`config.mk`:
```
export PLATFORM = sky130hd
export DESIGN_NAME = izn_mul
export DESIGN_NICKNAME = d
export VERILOG_FILES = /design/src/rtl/izhikevich_neuron_euler_step_defines.svh /design/src/rtl/izn_pkg.sv /design/src/rtl/izn_mul.sv
export SDC_FILE = /design/constraint.sdc
export NUM_CORES = 2
export LEC_CHECK = 0
export ABC_AREA = 1
export BUFFER_PORTS_ARGS = -buffer_cell sky130_fd_sc_hd__buf_2
export CAP_MARGIN = 20
export CORE_ASPECT_RATIO = 2
export CORE_UTILIZATION = 40
export CTS_CLUSTER_DIAMETER = 60
export DETAILED_ROUTE_END_ITERATION = 8
export PLACE_DENSITY_LB_ADDON = 0.2
export SLEW_MARGIN = 20
export SYNTH_ARGS = -nofsm -noshare
export SYNTH_HDL_FRONTEND = slang
export SYNTH_SLANG_ARGS = --single-unit
```
`constraint.sdc`:
```
create_clock -name clk -period 12.01 [get_ports clk]
set_input_delay 3.603 -clock clk [delete_from_list [all_inputs] [get_ports clk]]
set_output_delay 3.603 -clock clk [all_outputs]
set_load 0.01 [all_outputs]
```
`src/rtl/izhikevich_neuron_euler_step_defines.svh`:
```
// Assertion macros shared by the neuron step RTL.
`ifndef IZHIKEVICH_NEURON_EULER_STEP_DEFINES_SVH
`define IZHIKEVICH_NEURON_EULER_STEP_DEFINES_SVH

// Check a condition at every clock edge outside reset.
`define IZN_ASSERT_NOW(lbl, cond, msg) \
  lbl: assert property (@(posedge clk) disable iff (rst) (cond)) else $error(msg);

// Check that a trigger is followed by a condition in the next cycle.
`define IZN_ASSERT_NEXT(lbl, trig, cond, msg) \
  lbl: assert property (@(posedge clk) disable iff (rst) (trig) |=> (cond)) else $error(msg);

`endif

```
`src/rtl/izn_pkg.sv`:
```
// Shared types, constants and helpers for the neuron step block.
`default_nettype none
package izn_pkg;

  // Shared multiplier widths and fixed-point shift
  localparam int MulW   = 33;
  localparam int ProdW  = 2 * MulW;
  localparam int AccW   = 48;
  localparam int QShift = 16;

  // Model constants, Q16.16
  localparam logic signed [31:0] K_POINT04       = 32'sd2621;
  localparam logic signed [31:0] K_140           = 32'sd9175040;
  localparam logic signed [31:0] U_RESTART       = -32'sd917504;
  localparam logic signed [31:0] V_RESET_DEFAULT = -32'sd4259840;

  // Register reset values
  localparam logic signed [31:0] RATE_A_RST = 32'sd1311;
  localparam logic signed [31:0] SENS_B_RST = 32'sd13107;
  localparam logic signed [31:0] JUMP_D_RST = 32'sd524288;
  localparam logic signed [31:0] PEAK_H_RST = 32'sd1966080;
  localparam logic [30:0]        STEP_DT_RST = 31'd6554;

  // Register indexes
  localparam int RegIdxW = 3;
  localparam logic [RegIdxW-1:0] REG_RATE_A  = 3'd0;
  localparam logic [RegIdxW-1:0] REG_SENS_B  = 3'd1;
  localparam logic [RegIdxW-1:0] REG_RESET_V = 3'd2;
  localparam logic [RegIdxW-1:0] REG_JUMP_D  = 3'd3;
  localparam logic [RegIdxW-1:0] REG_PEAK_H  = 3'd4;
  localparam logic [RegIdxW-1:0] REG_STEP_DT = 3'd5;

  typedef struct packed {
    logic signed [31:0] rate_a;
    logic signed [31:0] sensitivity_b;
    logic signed [31:0] reset_voltage;
    logic signed [31:0] recovery_jump;
    logic signed [31:0] peak_voltage;
    logic [30:0]        step_dt;
  } cfg_t;

  typedef enum logic [3:0] {
    S_IDLE,
    S_MUL_VV,
    S_MUL_H,
    S_MUL_L,
    S_MUL_BV,
    S_INNER,
    S_MUL_AI,
    S_DV,
    S_MUL_DTV,
    S_MUL_DTU,
    S_UPD_U,
    S_EMIT1,
    S_JUMP,
    S_EMIT2
  } state_t;

  // Clamp a wide signed value to the signed 32-bit range
  function automatic logic signed [31:0] sat32(input logic signed [63:0] x);
    if (x > 64'sd2147483647) begin
      return 32'sh7FFFFFFF;
    end else if (x < -64'sd2147483648) begin
      return 32'sh80000000;
    end else begin
      return signed'(x[31:0]);
    end
  endfunction

endpackage
`default_nettype wire

```
`src/rtl/izn_mul.sv`:
```
// Shared signed multiplier with a registered product.
`default_nettype none
module izn_mul
  import izn_pkg::*;
(
  input  wire logic                    clk,
  input  wire logic signed [MulW-1:0]  a,
  input  wire logic signed [MulW-1:0]  b,
  output logic signed [ProdW-1:0]      p
);

  // Register the full product every cycle
  always_ff @(posedge clk) begin
    p <= a * b;
  end

endmodule
`default_nettype wire

```
==> out/qor.log <==
qor: cts.post_cts_resize_count 0
qor: cts.ctsHoldBuffers 0
qor: route.drtIter0Drc 1,704
qor: outcome.run_status finished, final reports clean
qor: finish.layout-area-overhead-vs-synth 4.96%
qor: synth.yosys_register_bits 66
qor: critical_path.critical_path.max_fanout 33
qor: floorplanning.die-height 467 um
qor: floorplanning.core_region_area 107,000 sq um
qor: synth.postSynthNetCount 6,972
qor: global_route.overflow 0
qor: critical_path.crit_type input port to flip-flop
qor: timing.timing.fmax 92.3 MHz
qor: timing.worst_case_setup_margin_in_the_final_layout 1180 ps
qor: synth.ys_types 35
qor: synth.synthFlopType sky130_fd_sc_hd__dfxtp_1
qor: synth.syn-cell-area 43,200 sq um
qor: route.finalWirelength 147 mm
qor: global_route.first_pass_grt_wire_length 226 mm
qor: synth.number_of_enable_flip_flop_cells_after_synthesis 0
qor: synth.yosysSeqAreaShare 3.06%
qor: timing.final.min_clock_period 10,830 ps
qor: timing.timing.slew.headroom 31.1%
qor: timing.timing.final.hold_violations 0
qor: route.wl_per_cell 21.4 um
qor: place.port-buffer-count 132
qor: timing.fin_tns_setup 0 ps
qor: global_route.grt_pass1_vias 38,800
qor: timing.final_min_period_over_clock_period 90.2%
qor: synth.yosys_warnings 0
qor: route.detail_route.vias_per_cell 4.92
qor: cts.cts_post_setup_buffers_inserted 0
qor: cts.clk_pin_slew 60 ps
qor: cts.cts_root_buffer sky130_fd_sc_hd__clkbuf_16
qor: global_route.grt_max_degree 34
qor: timing.setup_viol 0
qor: critical_path.crit_path_start a[17]
qor: synth.netlist_instances 5,543
qor: route.drcViolationCount 0
qor: run.max_cap_viol_count 0
qor: critical_path.worst_setup_path_start_kind input port
qor: critical_path.timing.critical_path.required 12,240 ps
qor: place.post-dp-hpwl 127 mm
qor: place.dpl_worst_slack 766 ps
qor: critical_path.worst_ep_arrival_time 11,060 ps
qor: synth.postSynth.asyncResetShare 0%
qor: floorplanning.fp.dieArea 109,000 sq um
qor: place.finalWeightedCongestion 0.958
qor: floorplanning.placementRows 170
qor: floorplanning.die_width 234 um
qor: cts.clock_sink_count 66
qor: floorplanning.ioPinCount 133
qor: floorplanning.initial_core_util 40.3%
qor: cts.tritoncts built
qor: global_route.grt.total_usage 28.5%
qor: route.first_pass_iters 8
qor: hold_path.holdCritPathClass input port to flip-flop
qor: timing.timing_worst_slew_pin_value 1030 ps
qor: cts.cts.htree.levels 3
qor: synth.post_synth.cell_area_avg 7.79 sq um
qor: finish.fin_util 42.3%
qor: hold_path.worstHoldStart b[0]
qor: finish.flip_flop_count_of_the_largest_register_all_copies_and_words_added 66
qor: route.vias 33,800
qor: finish.nets 6,912
qor: timing.grt_setup_unrepaired no
qor: cts.cts_inserted_buffers 9
qor: timing.final_max_slew_viol_count 0
qor: finish.drive_gt1_share 4.87%
qor: critical_path.critical_path.endpoint_type flip-flop
qor: finish.layout_top_registers p (66)
qor: route.antenna_violating_nets_post_route 0
qor: finish.registers.top_by_ff_count p
qor: global_route.antenna_found_initial 5
qor: cts.cts.path.max_buffers 2
metrics by stage:
step	area [sq um]	cells	hold slack (ps)
2_1_floorplan	43200	5543	3870
4_1_cts	45300	6864	3900
3_3_place_gp	45000	6848	4000
3_5_place_dp	45000	6848	3990
6_report	45300	6867	3910
5_1_grt	45300	6864	3920
layer usage:
layer  wire (um)  vias up  part of all wire, %  global-route usage, %
li1            -    14900                    -                      -
met3        4800      537                  3.3                   1.95
met4       16000        4                   11                   24.4
met1       43500    17300                   30                   25.9
met2       82700     1120                   56                   55.6
met5          19        -                0.013                      0
Yosys cell counts, types with 4 or more instances:
| master | instances | area share, % |
|---|---|---|
| sky130_fd_sc_hd__a21oi_1 | 61 | 0.71 |
| sky130_fd_sc_hd__a21oi_2 | 4 | 0.081 |
| sky130_fd_sc_hd__clkbuf_1 | 262 | 2.3 |
| sky130_fd_sc_hd__dfxtp_1 | 66 | 3.1 |
| sky130_fd_sc_hd__fa_1 | 1145 | 53 |
| sky130_fd_sc_hd__ha_1 | 217 | 6.3 |
| sky130_fd_sc_hd__inv_1 | 1894 | 16 |
| sky130_fd_sc_hd__nand2_1 | 1517 | 13 |
| sky130_fd_sc_hd__nand2_2 | 17 | 0.25 |
| sky130_fd_sc_hd__nand3_1 | 70 | 0.81 |
| sky130_fd_sc_hd__nand3_2 | 8 | 0.19 |
| sky130_fd_sc_hd__nand4_1 | 19 | 0.28 |
| sky130_fd_sc_hd__nor2_1 | 131 | 1.1 |
| sky130_fd_sc_hd__nor2_2 | 20 | 0.29 |
| sky130_fd_sc_hd__nor3_1 | 7 | 0.081 |
| sky130_fd_sc_hd__nor4_1 | 4 | 0.058 |
| sky130_fd_sc_hd__o21ai_0 | 19 | 0.22 |
| sky130_fd_sc_hd__o21bai_1 | 14 | 0.24 |
| sky130_fd_sc_hd__or2_2 | 5 | 0.072 |
| sky130_fd_sc_hd__xnor2_1 | 4 | 0.081 |
| sky130_fd_sc_hd__xor2_1 | 37 | 0.75 |
layout make-up:
type                    instances  area [sq um]
inverters                    1895          7110
clock inverters                 5          55.1
repair buffers                192          1110
flip-flops and latches         66          1320
diodes                          3          7.51
well taps                    1376          1720
clock buffers                  11           233
fillers                     11200         61900
multi-input cells            3319         33800
critical path, cell delays in order:
cell,delay (ps)
sky130_fd_sc_hd__buf_2,750
sky130_fd_sc_hd__nand2_1,190
sky130_fd_sc_hd__fa_1,550
sky130_fd_sc_hd__fa_1,530
sky130_fd_sc_hd__fa_1,560
sky130_fd_sc_hd__inv_1,60
sky130_fd_sc_hd__fa_1,500
sky130_fd_sc_hd__fa_1,590
sky130_fd_sc_hd__fa_1,470
sky130_fd_sc_hd__fa_1,540
sky130_fd_sc_hd__inv_1,60
sky130_fd_sc_hd__fa_1,490
sky130_fd_sc_hd__inv_1,50
sky130_fd_sc_hd__ha_1,520
sky130_fd_sc_hd__nand2_1,160
sky130_fd_sc_hd__nor2_1,330
sky130_fd_sc_hd__nand2_1,190
sky130_fd_sc_hd__nor2_1,200
sky130_fd_sc_hd__nand2_1,70
sky130_fd_sc_hd__nand3_1,220
sky130_fd_sc_hd__xor2_1,400
cells by family (layout without fill, tap and decap cells):
logic type / after synthesis / count (layout) / synth area share, %
buffers and inverters: 2158 / 2103 / 18.8
and+or+nand+nor: 1810 / 1810 / 16.6
adders and majority gates: 1362 / 1362 / 59.4
AOI/OAI and AO/OA: 106 / 106 / 1.38
DFF: 66 / 66 / 3.06
xor gates and xnor gates: 41 / 41 / 0.832
other: 0 / 3 / 0
worst paths after layout:
path / endpoint / cells past startpoint
hold / removal: p[0] / 4
setup / recovery: p[30] / 21
layout by cell type (no fill, tap or decap), types with 20 or more instances in the layout:
| cell | n |
|---|---|
| sky130_fd_sc_hd__inv_1 | 1893 |
| sky130_fd_sc_hd__a21oi_1 | 61 |
| sky130_fd_sc_hd__buf_4 | 60 |
| sky130_fd_sc_hd__ha_1 | 217 |
| sky130_fd_sc_hd__buf_2 | 132 |
| sky130_fd_sc_hd__xor2_1 | 37 |
| sky130_fd_sc_hd__nand2_1 | 1517 |
| sky130_fd_sc_hd__nand3_1 | 70 |
| sky130_fd_sc_hd__nor2_2 | 20 |
| sky130_fd_sc_hd__fa_1 | 1145 |
| sky130_fd_sc_hd__dfxtp_1 | 66 |
| sky130_fd_sc_hd__nor2_1 | 131 |
Power is not shown: default switching activity piles up to over one toggle a cycle in this logic, so the estimate is an artifact.
