### src/rtl/izhikevich_neuron_euler_step_defines.svh
// Assertion macros shared by the neuron step RTL.
`ifndef IZHIKEVICH_NEURON_EULER_STEP_DEFINES_SVH
`define IZHIKEVICH_NEURON_EULER_STEP_DEFINES_SVH

// Check a condition at every clock edge outside reset.
`define IZN_ASSERT_NOW(lbl, cond, msg) \
  lbl: assert property (@(posedge clk) disable iff (rst) (cond)) else $error(msg);

// Check that a trigger is followed by a condition in the next cycle.
`define IZN_ASSERT_NEXT(lbl, trig, cond, msg) \
  lbl: assert property (@(posedge clk) disable iff (rst) (trig) |=> (cond)) else $error(msg);

`endif

### src/rtl/izn_pkg.sv
// Shared types, constants and helpers for the neuron step block.
`default_nettype none
package izn_pkg;

  // Shared multiplier widths and fixed-point shift
  localparam int MulW   = 33;
  localparam int ProdW  = 2 * MulW;
  localparam int AccW   = 48;
  localparam int QShift = 16;

  // Model constants, Q16.16
  localparam logic signed [31:0] K_POINT04       = 32'sd2621;
  localparam logic signed [31:0] K_140           = 32'sd9175040;
  localparam logic signed [31:0] U_RESTART       = -32'sd917504;
  localparam logic signed [31:0] V_RESET_DEFAULT = -32'sd4259840;

  // Register reset values
  localparam logic signed [31:0] RATE_A_RST = 32'sd1311;
  localparam logic signed [31:0] SENS_B_RST = 32'sd13107;
  localparam logic signed [31:0] JUMP_D_RST = 32'sd524288;
  localparam logic signed [31:0] PEAK_H_RST = 32'sd1966080;
  localparam logic [30:0]        STEP_DT_RST = 31'd6554;

  // Register indexes
  localparam int RegIdxW = 3;
  localparam logic [RegIdxW-1:0] REG_RATE_A  = 3'd0;
  localparam logic [RegIdxW-1:0] REG_SENS_B  = 3'd1;
  localparam logic [RegIdxW-1:0] REG_RESET_V = 3'd2;
  localparam logic [RegIdxW-1:0] REG_JUMP_D  = 3'd3;
  localparam logic [RegIdxW-1:0] REG_PEAK_H  = 3'd4;
  localparam logic [RegIdxW-1:0] REG_STEP_DT = 3'd5;

  typedef struct packed {
    logic signed [31:0] rate_a;
    logic signed [31:0] sensitivity_b;
    logic signed [31:0] reset_voltage;
    logic signed [31:0] recovery_jump;
    logic signed [31:0] peak_voltage;
    logic [30:0]        step_dt;
  } cfg_t;

  typedef enum logic [3:0] {
    S_IDLE,
    S_MUL_VV,
    S_MUL_H,
    S_MUL_L,
    S_MUL_BV,
    S_INNER,
    S_MUL_AI,
    S_DV,
    S_MUL_DTV,
    S_MUL_DTU,
    S_UPD_U,
    S_EMIT1,
    S_JUMP,
    S_EMIT2
  } state_t;

  // Clamp a wide signed value to the signed 32-bit range
  function automatic logic signed [31:0] sat32(input logic signed [63:0] x);
    if (x > 64'sd2147483647) begin
      return 32'sh7FFFFFFF;
    end else if (x < -64'sd2147483648) begin
      return 32'sh80000000;
    end else begin
      return signed'(x[31:0]);
    end
  endfunction

endpackage
`default_nettype wire

### src/rtl/izn_core.sv
// Sequencer and datapath of one Euler step over the shared multiplier.
`default_nettype none
`include "izhikevich_neuron_euler_step_defines.svh"
module izn_core
  import izn_pkg::*;
(
  input  wire logic               clk,
  input  wire logic               rst,
  input  wire cfg_t               cfg,
  input  wire logic               in_valid,
  output logic                    in_ready,
  input  wire logic signed [31:0] current,
  input  wire logic               restart,
  output logic                    out_valid,
  input  wire logic               out_ready,
  output logic signed [31:0]      membrane,
  output logic signed [31:0]      recovery,
  output logic                    spike,
  output logic                    last,
  output logic signed [MulW-1:0]  mul_a,
  output logic signed [MulW-1:0]  mul_b,
  input  wire logic signed [ProdW-1:0] p
);

  state_t state, state_next;

  logic signed [31:0]      v, u, cur, inner, dv, du;
  logic [15:0]             lo;
  logic signed [AccW-1:0]  acc;
  logic signed [AccW-1:0]  v_ext;
  logic signed [ProdW-1:0] p_shift;
  logic signed [63:0]      p_sh64;
  logic                    accept, out_free, out_load, hit;
  logic                    peak_row, peak_load;

  assign accept   = in_valid && in_ready;
  assign out_free = !out_valid || out_ready;
  assign p_shift  = p >>> QShift;
  assign p_sh64   = signed'(p_shift[63:0]);
  assign v_ext    = AccW'(v);
  assign hit      = (v >= cfg.peak_voltage);

  // Advance the sequencer
  always_ff @(posedge clk) begin
    if (rst) begin
      state <= S_IDLE;
    end else begin
      state <= state_next;
    end
  end

  // Next state
  always_comb begin
    state_next = state;
    unique case (state)
      S_IDLE:    if (accept) state_next = S_MUL_VV;
      S_MUL_VV:  state_next = S_MUL_H;
      S_MUL_H:   state_next = S_MUL_L;
      S_MUL_L:   state_next = S_MUL_BV;
      S_MUL_BV:  state_next = S_INNER;
      S_INNER:   state_next = S_MUL_AI;
      S_MUL_AI:  state_next = S_DV;
      S_DV:      state_next = S_MUL_DTV;
      S_MUL_DTV: state_next = S_MUL_DTU;
      S_MUL_DTU: state_next = S_UPD_U;
      S_UPD_U:   state_next = S_EMIT1;
      S_EMIT1: begin
        if (out_free) state_next = hit ? S_JUMP : S_IDLE;
      end
      S_JUMP:    state_next = S_EMIT2;
      S_EMIT2: begin
        if (out_free) state_next = S_IDLE;
      end
      default:   state_next = S_IDLE;
    endcase
  end

  // Outputs: multiplier operands, handshake and row load
  always_comb begin
    mul_a    = '0;
    mul_b    = '0;
    in_ready = 1'b0;
    out_load = 1'b0;
    unique case (state)
      S_IDLE:    in_ready = 1'b1;
      S_MUL_VV: begin
        mul_a = MulW'(v);
        mul_b = MulW'(v);
      end
      S_MUL_H: begin
        mul_a = signed'({2'b00, p[62:32]});
        mul_b = MulW'(K_POINT04);
      end
      S_MUL_L: begin
        mul_a = signed'({17'b0, lo});
        mul_b = MulW'(K_POINT04);
      end
      S_MUL_BV: begin
        mul_a = MulW'(cfg.sensitivity_b);
        mul_b = MulW'(v);
      end
      S_MUL_AI: begin
        mul_a = MulW'(cfg.rate_a);
        mul_b = MulW'(inner);
      end
      S_MUL_DTV: begin
        mul_a = signed'({2'b00, cfg.step_dt});
        mul_b = MulW'(dv);
      end
      S_MUL_DTU: begin
        mul_a = signed'({2'b00, cfg.step_dt});
        mul_b = MulW'(du);
      end
      S_EMIT1, S_EMIT2: out_load = out_free;
      default: ;
    endcase
  end

  // Hold membrane and recovery state
  always_ff @(posedge clk) begin
    if (rst) begin
      v <= V_RESET_DEFAULT;
      u <= U_RESTART;
    end else begin
      unique case (state)
        S_IDLE: begin
          if (accept && restart) begin
            v <= cfg.reset_voltage;
            u <= U_RESTART;
          end
        end
        S_MUL_DTU: v <= sat32(64'(v) + p_sh64);
        S_UPD_U:   u <= sat32(64'(u) + p_sh64);
        S_JUMP: begin
          v <= cfg.reset_voltage;
          u <= sat32(64'(u) + 64'(cfg.recovery_jump));
        end
        default: ;
      endcase
    end
  end

  // Build the derivative terms step by step
  always_ff @(posedge clk) begin
    unique case (state)
      S_IDLE:   if (accept) cur <= current;
      S_MUL_H:  lo <= p[31:16];
      S_MUL_L:  acc <= signed'(p[AccW-1:0]);
      S_MUL_BV: acc <= acc + signed'(p_shift[AccW-1:0]);
      S_INNER: begin
        inner <= sat32(p_sh64 - 64'(u));
        acc   <= acc + (v_ext <<< 2) + v_ext;
      end
      S_MUL_AI: acc <= acc + AccW'(cur) - AccW'(u);
      S_DV: begin
        du <= sat32(p_sh64);
        dv <= sat32(64'(acc) + 64'(K_140));
      end
      default: ;
    endcase
  end

  // Load result rows into the output register
  always_ff @(posedge clk) begin
    if (out_load) begin
      if (state == S_EMIT1 && hit) begin
        membrane <= cfg.peak_voltage;
        spike    <= 1'b1;
        last     <= 1'b0;
      end else begin
        membrane <= v;
        spike    <= 1'b0;
        last     <= 1'b1;
      end
      recovery <= u;
    end
  end

  always_ff @(posedge clk) begin
    if (rst) begin
      out_valid <= 1'b0;
    end else if (out_load) begin
      out_valid <= 1'b1;
    end else if (out_ready) begin
      out_valid <= 1'b0;
    end
  end

  assign peak_row  = out_valid && spike;
  assign peak_load = out_load && state == S_EMIT1 && hit;

  // A pending peak row keeps the input closed
  `IZN_ASSERT_NOW(a_spike_blocks_input, !(peak_row && in_ready), "input open on peak row")
  // A peak row is always followed by the reset step
  `IZN_ASSERT_NEXT(a_spike_then_jump, peak_load, state == S_JUMP && spike, "peak row without reset step")
  // The peak row carries the threshold value
  `IZN_ASSERT_NOW(a_peak_value, !peak_row || membrane == cfg.peak_voltage, "peak row value wrong")
  // An accepted request starts the sequence
  `IZN_ASSERT_NEXT(a_accept_starts, accept, state == S_MUL_VV, "request did not start step")

endmodule
`default_nettype wire

### config.mk
export PLATFORM = sky130hd
export DESIGN_NAME = izn_core
export DESIGN_NICKNAME = d
export VERILOG_FILES = /design/src/rtl/izn_pkg.sv /design/src/rtl/izn_core.sv
export VERILOG_INCLUDE_DIRS = /design/src /design/src/rtl
export SDC_FILE = /design/constraint.sdc
export NUM_CORES = 2
export LEC_CHECK = 0
export BUFFER_PORTS_ARGS = -buffer_cell sky130_fd_sc_hd__clkbuf_2
export CAP_MARGIN = 20
export CORE_MARGIN = 2
export CORE_UTILIZATION = 55
export CTS_CLUSTER_DIAMETER = 150
export DETAILED_ROUTE_END_ITERATION = 12
export PLACE_DENSITY = 0.84
export RECOVER_POWER = 100
export SKIP_LAST_GASP = 1
export SLEW_MARGIN = 20
export SYNTH_ARGS = -nofsm -noshare
export SYNTH_HDL_FRONTEND = slang
export SYNTH_SLANG_ARGS = --single-unit
export TNS_END_PERCENT = 100
### constraint.sdc
create_clock -name clk -period 6.2 [get_ports clk]
set_input_delay 0.31 -clock clk [delete_from_list [all_inputs] [get_ports clk]]
set_output_delay 0.31 -clock clk [all_outputs]
set_load 0.01 [all_outputs]
==> results.yml <==
outcome:
  status: "finished, violations left"
  violations: "max-capacitance violations, max-slew violations"
timing:
  tightest_slew_ns: 2.970
  slew_headroom: -0.9870
  fin_skew_ns: 0.04509
  timing.hold.ws_ns: 0.02706
  setup_viol: 0
  rsz0062_at_grt: "no"
  worst_slack_ns: 0.2362
  finalCritPeriodShare: 0.9619
  min_period_ns: 5.964
  drv_slew: 420
  timing.setup.tns_ns: 0
  fmax_ghz: 0.1677
  hold_viol: 0
place:
  hpwl_um: 119100
  place_ws_ns: 0.9388
  io_buffers: 427
  place_congestion: 1.064
setup_path:
  max_stage_delay_ns: 1.44
  cp.arrival_ns: 5.65
  slowest_stage: "nor2_1"
  critPathLaunchType: "register"
  cp_max_fo: 76
  path_buf_inv: 4
  path_cells: "clkbuf_1 > nand2b_1 > clkbuf_1 > nor2_1 > buf_12 > a222oi_1 > nand2_1 > clkbuf_1"
  path_delay_family: "simple AND/OR/NAND/NOR gates"
  critPathKind: "register to primary output"
  critical_path.most_common_cell: "clkbuf_1"
  endpoint_kind: "primary output"
  required_ns: 5.89
floorplanning:
  start_util: 0.5547
  die_h_um: 264.0
  dieArea_um2: 69700
  die_x_um: 264.0
  rows: 95
  io_pins: 428
  core_area_um2: 67040
pwr:
  pwr-share-seq: 0.304
  vdd_drop_max_mv: 0.2384
  powerDensity_nw_per_um2: 202.1
  p_clk_frac: 0.300
  p_switching_mw: 3.306
  p_int_mw: 5.168
  combPwrFrac: 0.396
  power_mw: 8.474
  p_leak_nw: 17.71
  p_sw_frac: 0.3902
routing:
  wl_um: 152900
  drtIter0Drc: 5052
  ant_nets: 0
  avgViaCountPerCell: 6.783
  drc_errors: 0
  wl_per_cell_um: 26.32
  vias: 39410
  drtPass1Iterations: 13
clock_tree:
  insertion_delay_ns: 0.61
  cts.path.max_buffers: 3
  cts_root_buffer: "clkbuf_16"
  htreeDepth: 2
  cts_resized: 0
  cts_setup_buffers: 0
  cts_inserted_buffers: 41
  cts_tree: "yes"
  path_clk_slew_ns: 0.06
  cts.sinks: 327
synth:
  postSynthCellCount: 4491
  syn_area_um2: 37180
  ys_ff_latch: 327
  synth_area_leader_cell: "edfxtp_1"
  yosys_warnings: 0
  synthTopCellsByCount: "392 x a21oi_1, 372 x ha_1, 368 x inv_1, 346 x nand2_1, 336 x nor2_1"
  synth.top_cell.area_share: 0.2084
  synth_edf_count: 258
  syn_avg_cell_area_um2: 8.280
  synth-seq-area-share: 0.2455
  yosysMostFrequentCell: "a21oi_1"
  synth.top_cells.by_area: "edfxtp_1 21%, ha_1 13%, a21oi_1 5.3%, xnor2_1 4.7%, fa_1 4.5%"
  async_flop_share: 0
  ys_types: 101
  yosys_most_used_dff: "edfxtp_1"
  synth_fp_nets: 5241
grt:
  grt_max_degree: 77
  grt_pass1_vias: 36870
  antenna_found_initial: 4
  grt-ovfl-total: 0
  track_usage: 0.4205
  grt_pass1_wl_um: 223500
layout:
  layout-drive-gt1-share: 0.1072
  nets: 5653
  syn_to_final_growth_pct: 12.74
flow_run:
  maxCapViolations: 11
worst_hold_path:
  hold_path.class: "input port to register"
==> final timing paths <==
| kind | start | end | slack (ns) | cells after the start |
|---|---|---|---|---|
| worst max-delay path | state[1]$_SDFFE_PP0P_ | mul_b[28] | 0.24 | 8 |
| worst min-delay path | cfg[31] | membrane[0]$_DFFE_PP_ | 0.03 | 3 |
| worst max register to register | u[10]$_SDFFE_PP0P_ | u[22]$_SDFFE_PP1P_ | 0.42 | 14 |
| worst min register to register | v[13]$_SDFFE_PP0P_ | v[13]$_SDFFE_PP0P_ | 0.54 | 2 |
==> logic make-up (layout without fill, tap and decap cells) <==
logic type	count (synthesis)	in the layout	share of synthesized area
AOI/OAI and AO/OA	1540	1540	0.2768
and+or+nand+nor	1255	1255	0.1632
buffers and inverters	567	1012	0.05946
adders and majority gates	456	456	0.1704
DFF	327	327	0.2455
xor gates and xnor gates	291	291	0.06854
muxes	55	55	0.01605
other	0	1	0
==> tightest hold or removal path, delay by kind of cell <==
kind	cells	cell delay, ns
AND/OR/NAND/NOR	1	0.04
buffers and inverters	1	0.09
AO/OA/AOI/OAI	1	0.07
==> stage by stage <==
step,utilization,instance area (µm²),instances
global placement,0.6040,40490,5700
finish,0.6253,41920,5810
detailed placement,0.6043,40510,5700
CTS,0.6298,42220,5809
floorplan,-,37180,4491
global route,0.6253,41920,5809
==> cell usage in the layout, fill, tap and decap left out, types with 33 or more instances in the layout <==
master	n
a21oi_1	391
ha_1	372
inv_1	368
nand2_1	347
nor2_1	331
o21ai_0	295
clkbuf_2	281
edfxtp_1	258
xnor2_1	201
clkbuf_1	175
a21o_1	168
nand3_1	141
a22oi_1	91
xor2_1	90
fa_1	84
buf_4	81
nor3_1	76
o211ai_1	76
dfxtp_1	68
o21bai_1	58
nand4_1	56
a31oi_1	45
a222oi_1	45
nor2b_1	44
nand2b_1	44
nor4_1	43
clkbuf_16	43
o31ai_1	41
o21a_1	39
a211oi_1	35
dlygate4sd3_1	33
==> state kept, by name, summed over array words and instances, names as in the netlist <==
register / flops
state: 4
lo: 16
dv: 32
acc: 48
du: 32
cur: 32
out_valid: 1
membrane: 32
v: 32
recovery: 32
spike: 1
last: 1
inner: 32
u: 32
==> what timing repair did <==
| item | 4_1_cts | 5_1_grt |
|---|---|---|
| hold buffers | 33 | 0 |
| setup endpoints to repair | 0 | 0 |
| hold endpoints to repair | 33 | 0 |
==> power groups by stage <==
stage,Clock [mW],Sequential [mW],Combinational [mW]
2_1_floorplan,0,2.56,2.21
3_3_place_gp,0,2.60,3.17
3_5_place_dp,0,2.61,3.22
4_1_cts,2.54,2.56,3.27
5_1_grt,2.61,2.57,3.62
6_report,2.54,2.57,3.36
==> per-layer routing <==
| metal | track usage | wire length (µm) | up-vias |
|---|---|---|---|
| li1 | - | - | 17550 |
| met1 | 0.5340 | 55750 | 18490 |
| met2 | 0.6457 | 65040 | 2795 |
| met3 | 0.1122 | 21410 | 571 |
| met4 | 0.2374 | 10540 | 10 |
| met5 | 0.01663 | 202 | - |
==> final cells by class <==
type | instances | area, µm²
repair buffers | 564 | 2995
fillers | 5906 | 25120
clock inverters | 25 | 265.3
well taps | 873 | 1092
inverters | 372 | 1396
flip-flops and latches | 327 | 9130
multi-input cells | 3597 | 25920
clock buffers | 51 | 1116
diodes | 1 | 2.502
No activity file was read; power rests on OpenSTA's default activity.
